--- src/design/upr_pkg.sv ---
// Package of the ultrasonic ping ranger: widths, constants and types.
// Used by every file of the block but assert_macros.svh; depends on nothing.
package upr_pkg;

  localparam int unsigned TimerW   = 16;
  localparam int unsigned DistW    = 17;
  localparam int unsigned StopW    = 8;
  localparam int unsigned CfgIdxW  = 8;
  localparam int unsigned CfgDataW = 16;
  localparam int unsigned MulW     = 19;
  localparam int unsigned ProdW    = TimerW + MulW;

  localparam logic [TimerW-1:0]   TriggerTicks   = 16'd7;
  localparam logic [TimerW-1:0]   EchoOffset     = 16'd40;
  localparam logic [TimerW-1:0]   EchoTimeoutRst = 16'd40000;
  localparam logic [TimerW-1:0]   TimerMax       = 16'hFFFF;
  localparam logic [MulW-1:0]     ScaleMul       = 19'd287725;
  localparam logic [MulW-1:0]     LimitQ8        = 19'd128000;
  localparam logic [DistW-1:0]    FarQ8          = 17'd128256;

  typedef enum logic [5:0] {
    PH_IDLE  = 6'b000001,
    PH_HIGH  = 6'b000010,
    PH_LOW   = 6'b000100,
    PH_ARM   = 6'b001000,
    PH_WAIT1 = 6'b010000,
    PH_WAIT2 = 6'b100000
  } phase_e;

  typedef enum logic [CfgIdxW-1:0] {
    CFG_STOP_DISTANCE = 8'd0,
    CFG_ECHO_TIMEOUT  = 8'd1
  } cfg_idx_e;

  typedef struct packed {
    logic [DistW-1:0] distance;
    logic             clear;
  } range_t;

  typedef struct packed {
    logic             pin_drive_enable;
    logic             pin_drive_level;
    logic             busy_res;
    logic             done_res;
    logic [DistW-1:0] distance_q8;
    logic             path_clear;
  } res_t;

endpackage

--- src/design/upr_range.sv ---
// Converts an echo tick count into a distance in 1/256 cm and a clearance flag.
// Depends on upr_pkg for constants and the range_t type.
module upr_range import upr_pkg::*; (
  input  logic [TimerW-1:0] elapsed_i,
  input  logic [StopW-1:0]  stop_distance_i,
  output range_t            range_o
);

  logic [TimerW-1:0] diff;
  logic [ProdW-1:0]  prod;
  logic [MulW-1:0]   scaled;
  logic [DistW-1:0]  range_dist;

  assign diff   = elapsed_i - EchoOffset;
  assign prod   = ProdW'(diff) * ProdW'(ScaleMul);
  assign scaled = prod[ProdW-1:16];

  always_comb begin
    if (elapsed_i < EchoOffset || scaled >= LimitQ8) begin
      range_dist = FarQ8;
    end else begin
      range_dist = scaled[DistW-1:0];
    end
  end

  assign range_o.distance = range_dist;
  assign range_o.clear    = range_dist > DistW'({stop_distance_i, 8'd0});

endmodule

--- config.mk ---
export PLATFORM = sky130hd
export DESIGN_NAME = upr_range
export DESIGN_NICKNAME = d
export VERILOG_FILES = /design/src/design/upr_pkg.sv /design/src/design/upr_range.sv
export SDC_FILE = /design/constraint.sdc
export NUM_CORES = 1
export LEC_CHECK = 0
export BUFFER_PORTS_ARGS = -buffer_cell sky130_fd_sc_hd__buf_2
export CELL_PAD_IN_SITES_DETAIL_PLACEMENT = 0
export CELL_PAD_IN_SITES_GLOBAL_PLACEMENT = 1
export CORE_UTILIZATION = 50
export DETAILED_ROUTE_END_ITERATION = 6
export PLACE_DENSITY = 0.91
export SLEW_MARGIN = 0
export SYNTH_ARGS = -nofsm -noshare
export SYNTH_HDL_FRONTEND = slang
export SYNTH_SLANG_ARGS = --single-unit
--- constraint.sdc ---
create_clock -name vclk -period 15.5
set_input_delay 3.1 -clock vclk [all_inputs]
set_output_delay 3.1 -clock vclk [all_outputs]
set_load 0.01 [all_outputs]
[Word level (Yosys, flattened, before mapping)]
Index checks and enable logic that the tools add are counted.
Widths: inputs -> output; s select.
Operators by class
  add/subtract/negate cells: 1
  multiply operators: 1
  magnitude comparators: 3
  muxes and demuxes: 1
  reduce and logical (&&, ||, !) cells: 1
Operators by type and width (number)
  $mul 16x19->35 const B: 1
  $ge 19x17->1 const B: 1
  $gt 17x16->1: 1
  $mux 17: 1
  $lt 16x6->1 const B: 1
  $sub 16x6->16 const B: 1
  $logic_or 1x1->1: 1
Storage, ports and cells
  bits in registers: 0
  input bits: 24
  logic and storage cells: 7

[Longest topological paths before layout]
  depth after elaboration: 6
  gate-level depth with buffers: 41

[Worst setup path before layout]
OpenSTA, ideal clock, no wires.
  path kind: input port to output port
  from: in elapsed_i[6]
  to: out range_o[0] in the netlist's numbering
  arrival time: 11.830 ns
  setup slack: 0.570 ns
  stages on the path: 37
  path buffers: 1
  path through: or4_1 nor4b_1 nand2_1 xnor2_1 inv_1 ha_1 inv_1 ha_1 nand2b_1 inv_1 fa_1 fa_1 fa_1 inv_1 fa_1 inv_1 ha_1 ha_1 and3_1 and2_1 nor3b_1 a211oi_2 o21ai_0 o221a_1 and3_1 buf_6 nor3_1 ha_1 nor2b_1 o21a_1 o21a_1 o21a_1 o21a_1 o21a_1 o21a_1 o22ai_1 nand4bb_1
RTL lines
  from (decl): RTL line upr_range.sv:4  | input logic [TimerW-1:0] elapsed_i,
  to (decl): RTL line upr_range.sv:6  | output range_t range_o

==> run_results.csv <==
group,metric,value,unit
global_route,grtUsageMet2,42.7,%
global_route,gr-max-usage-layer,"met2",
global_route,met3_usage,0.432,%
setup_path,critPathMaxFanout,7,
run,cap_viol_max_count,0,
setup_path,start_kind,"input port",
global_route,grt_pass1_vias,5070,
logic_synthesis,yosys_warnings,0,
sta,finalWorstSetupSlack,0.384,ns
sta,relSlewSlack,67.6,%
finish,nClkBuffers,0,
setup_path,cp_top_family,"adder cells",
floorplan,io_pins,42,
hold_path,hold_class,"in2out",
finish,utilization,56.8,%
global_route,grt_start_max_net_pins,11,
floorplan,die_area,12600,um^2
setup_path,crit_buf_inv,6,
logic_synthesis,netlist_area,6100,um^2
route,wl,14100,um
setup_path,setup.worst_path.end_class,"output port",
route,vias_per_cell,5.50,
setup_path,cp.arrival,12.02,ns
finish,drive_above_1_share,11.9,%
sta,slew_violations,0,
route,antenna_left,0,
floorplan,die_h,112,um
setup_path,cp_num_cells,36,
floorplan,die_width,112,um
global_route,antenna_found_initial,0,
floorplan,start_util,52.3,%
global_route,grt_usage,23.5,%
sta,fmax,66.2,MHz
sta,period_share,97.5,%
finish,nNetsFinal,994,
route,first_pass_iters,4,
sta,finalHoldViolCount,0,
finish,regArea,0,um^2
sta,fin_tns_setup,0,ns
logic_synthesis,synth_top_area_cell,"fa_1",
finish,n_fill_cell,1044,
global_route,gr-total-overflow,0,
sta,fin_crit,15.12,ns
placement,portBuffers,42,
logic_synthesis,syn_nets,945,
setup_path,required,12.40,ns
placement,hpwlAfterDp,13000,um
finish,multiInputGateArea,5470,um^2
logic_synthesis,yosysSeqAreaShare,0,%
setup_path,cp-startpoint,"elapsed_i[6]",
setup_path,cpMostUsedCell,"o21a_1",
clocking,ctsHoldBuffers,0,
logic_synthesis,syn_avg_cell_area,8.93,um^2
logic_synthesis,syn-instance-count,683,
logic_synthesis,ys_top_cells_by_area,"fa_1, ha_1, inv_1, xnor2_1, a21oi_1",
floorplan,fp.coreArea,11700,um^2
global_route,grt_pass1_wl,23900,um
route,post_drt_wl_per_cell,16.2,um
setup_path,crit_path_max_incr_delay,0.59,ns
route,drtIter0Drc,224,
global_route,grt_util_met1,31.9,%
sta,finalSetupViolations,0,
route,num_vias,4804,
finish,n_antenna_cell,0,
finish,syn_to_final_growth,8.53,%
placement,dpl_worst_slack,-0.0412,ns
finish,seq_cell_count,0,
setup_path,crit_path_end,"range_o[0]",
route,post-route-drc-count,0,
setup_path,crit_path_top_delay_cell,"or4_1",
sta,tightest_slew,0.481,ns
setup_path,critPathKind,"in2out",
logic_synthesis,synth_cell_types,58,
status,run_status,"finished, final reports clean",
placement,gp_congestion,0.962,
floorplan,rows,39,
logic_synthesis,yosysTopAreaCellShare,32.5,%
## layout make-up
class                           count  share of cell area, %
Inverter                          176                   9.98
Tap cell                          143                   2.70
Multi-Input combinational cell    498                   82.6
Timing Repair Buffer               56                   4.76
## routing by layer
| layer | wire (um) | share of wire [%] |
|---|---|---|
| met3 | 344 | 2.4 |
| met4 | 263 | 1.9 |
| met5 | 0 | 0 |
| met2 | 7220 | 51 |
| met1 | 6280 | 45 |
## logic make-up (layout without fill, tap and decap cells)
kind of cell               after synthesis  in the layout  synth area share [%]
AOI/OAI and AO/OA                      106            106                  12.1
xor gates and xnor gates                32             32                  4.59
adders and majority gates              238            238                  61.0
buffers and inverters                  185            232                  11.6
muxes                                    2              2                 0.328
and+or+nand+nor                        120            120                  10.3
## cell usage in the layout, fill, tap and decap left out, drive strengths merged, types with 2 or more instances in the layout
cell type and instances:
o31ai 2, nor4 3, nor4b 2, nor2 22
o211ai 5, fa 99, o211a 2, and2 3
xor2 12, nor3 16, or4 3, a21oi 32
xnor2 20, nand4 11, or2 2, o22ai 2
buf 56, a21o 6, nand3 7, nor2b 3
nand2 30, mux2i 2, o21ai 23, a21boi 3
ha 139, and3 8, a22oi 2, inv 176
o21a 10, o21bai 7, nand2b 5, a211oi 2
## through the flow
step / area, um^2 / cells / hold WS, ns
floorplan: 6100 / 683 / 6.60
global placement: 6530 / 871 / 6.78
detailed placement: 6530 / 871 / 6.81
CTS: 6530 / 871 / 6.81
global route: 6620 / 873 / 6.84
finish: 6620 / 873 / 6.81
## cell usage after synthesis (2+ instances only)
cell type,number
nand2b_1,5
nor3_1,15
a21oi_1,30
o21a_1,10
o21ai_0,22
a21oi_4,2
xnor2_1,20
o211ai_1,5
o211a_1,2
o21bai_1,7
o31ai_1,2
nor4_1,2
a21o_1,6
a21boi_0,3
nor2_1,22
nand2_1,30
nand3_1,7
nor2b_1,3
buf_6,2
clkbuf_1,5
or4_1,3
inv_1,176
fa_1,99
xor2_1,12
nand4_1,11
and2_1,2
o22ai_1,2
mux2i_1,2
and3_1,8
ha_1,139
or2_2,2
## how the worst min path moves through the flow
| stage | from | to | slack, ns | depth (start not counted) |
|---|---|---|---|---|
| 2_1_floorplan | stop_distance_i[7] | range_o[0] | 6.60 | 4 |
| 3_3_place_gp | stop_distance_i[7] | range_o[0] | 6.78 | 6 |
| 3_5_place_dp | stop_distance_i[7] | range_o[0] | 6.81 | 6 |
| 4_1_cts | stop_distance_i[7] | range_o[0] | 6.81 | 6 |
| 5_1_grt | stop_distance_i[7] | range_o[0] | 6.84 | 6 |
| 6_report | stop_distance_i[7] | range_o[0] | 6.81 | 6 |
## timing repair
action                                  CTS  global route
endpoints found under the setup margin    1             1
pin swaps                                 0             6
gates resized for setup                   1            19
setup buffers                             0             2
Power is not shown: default switching activity piles up to over one toggle a cycle in this logic, so the estimate is an artifact.
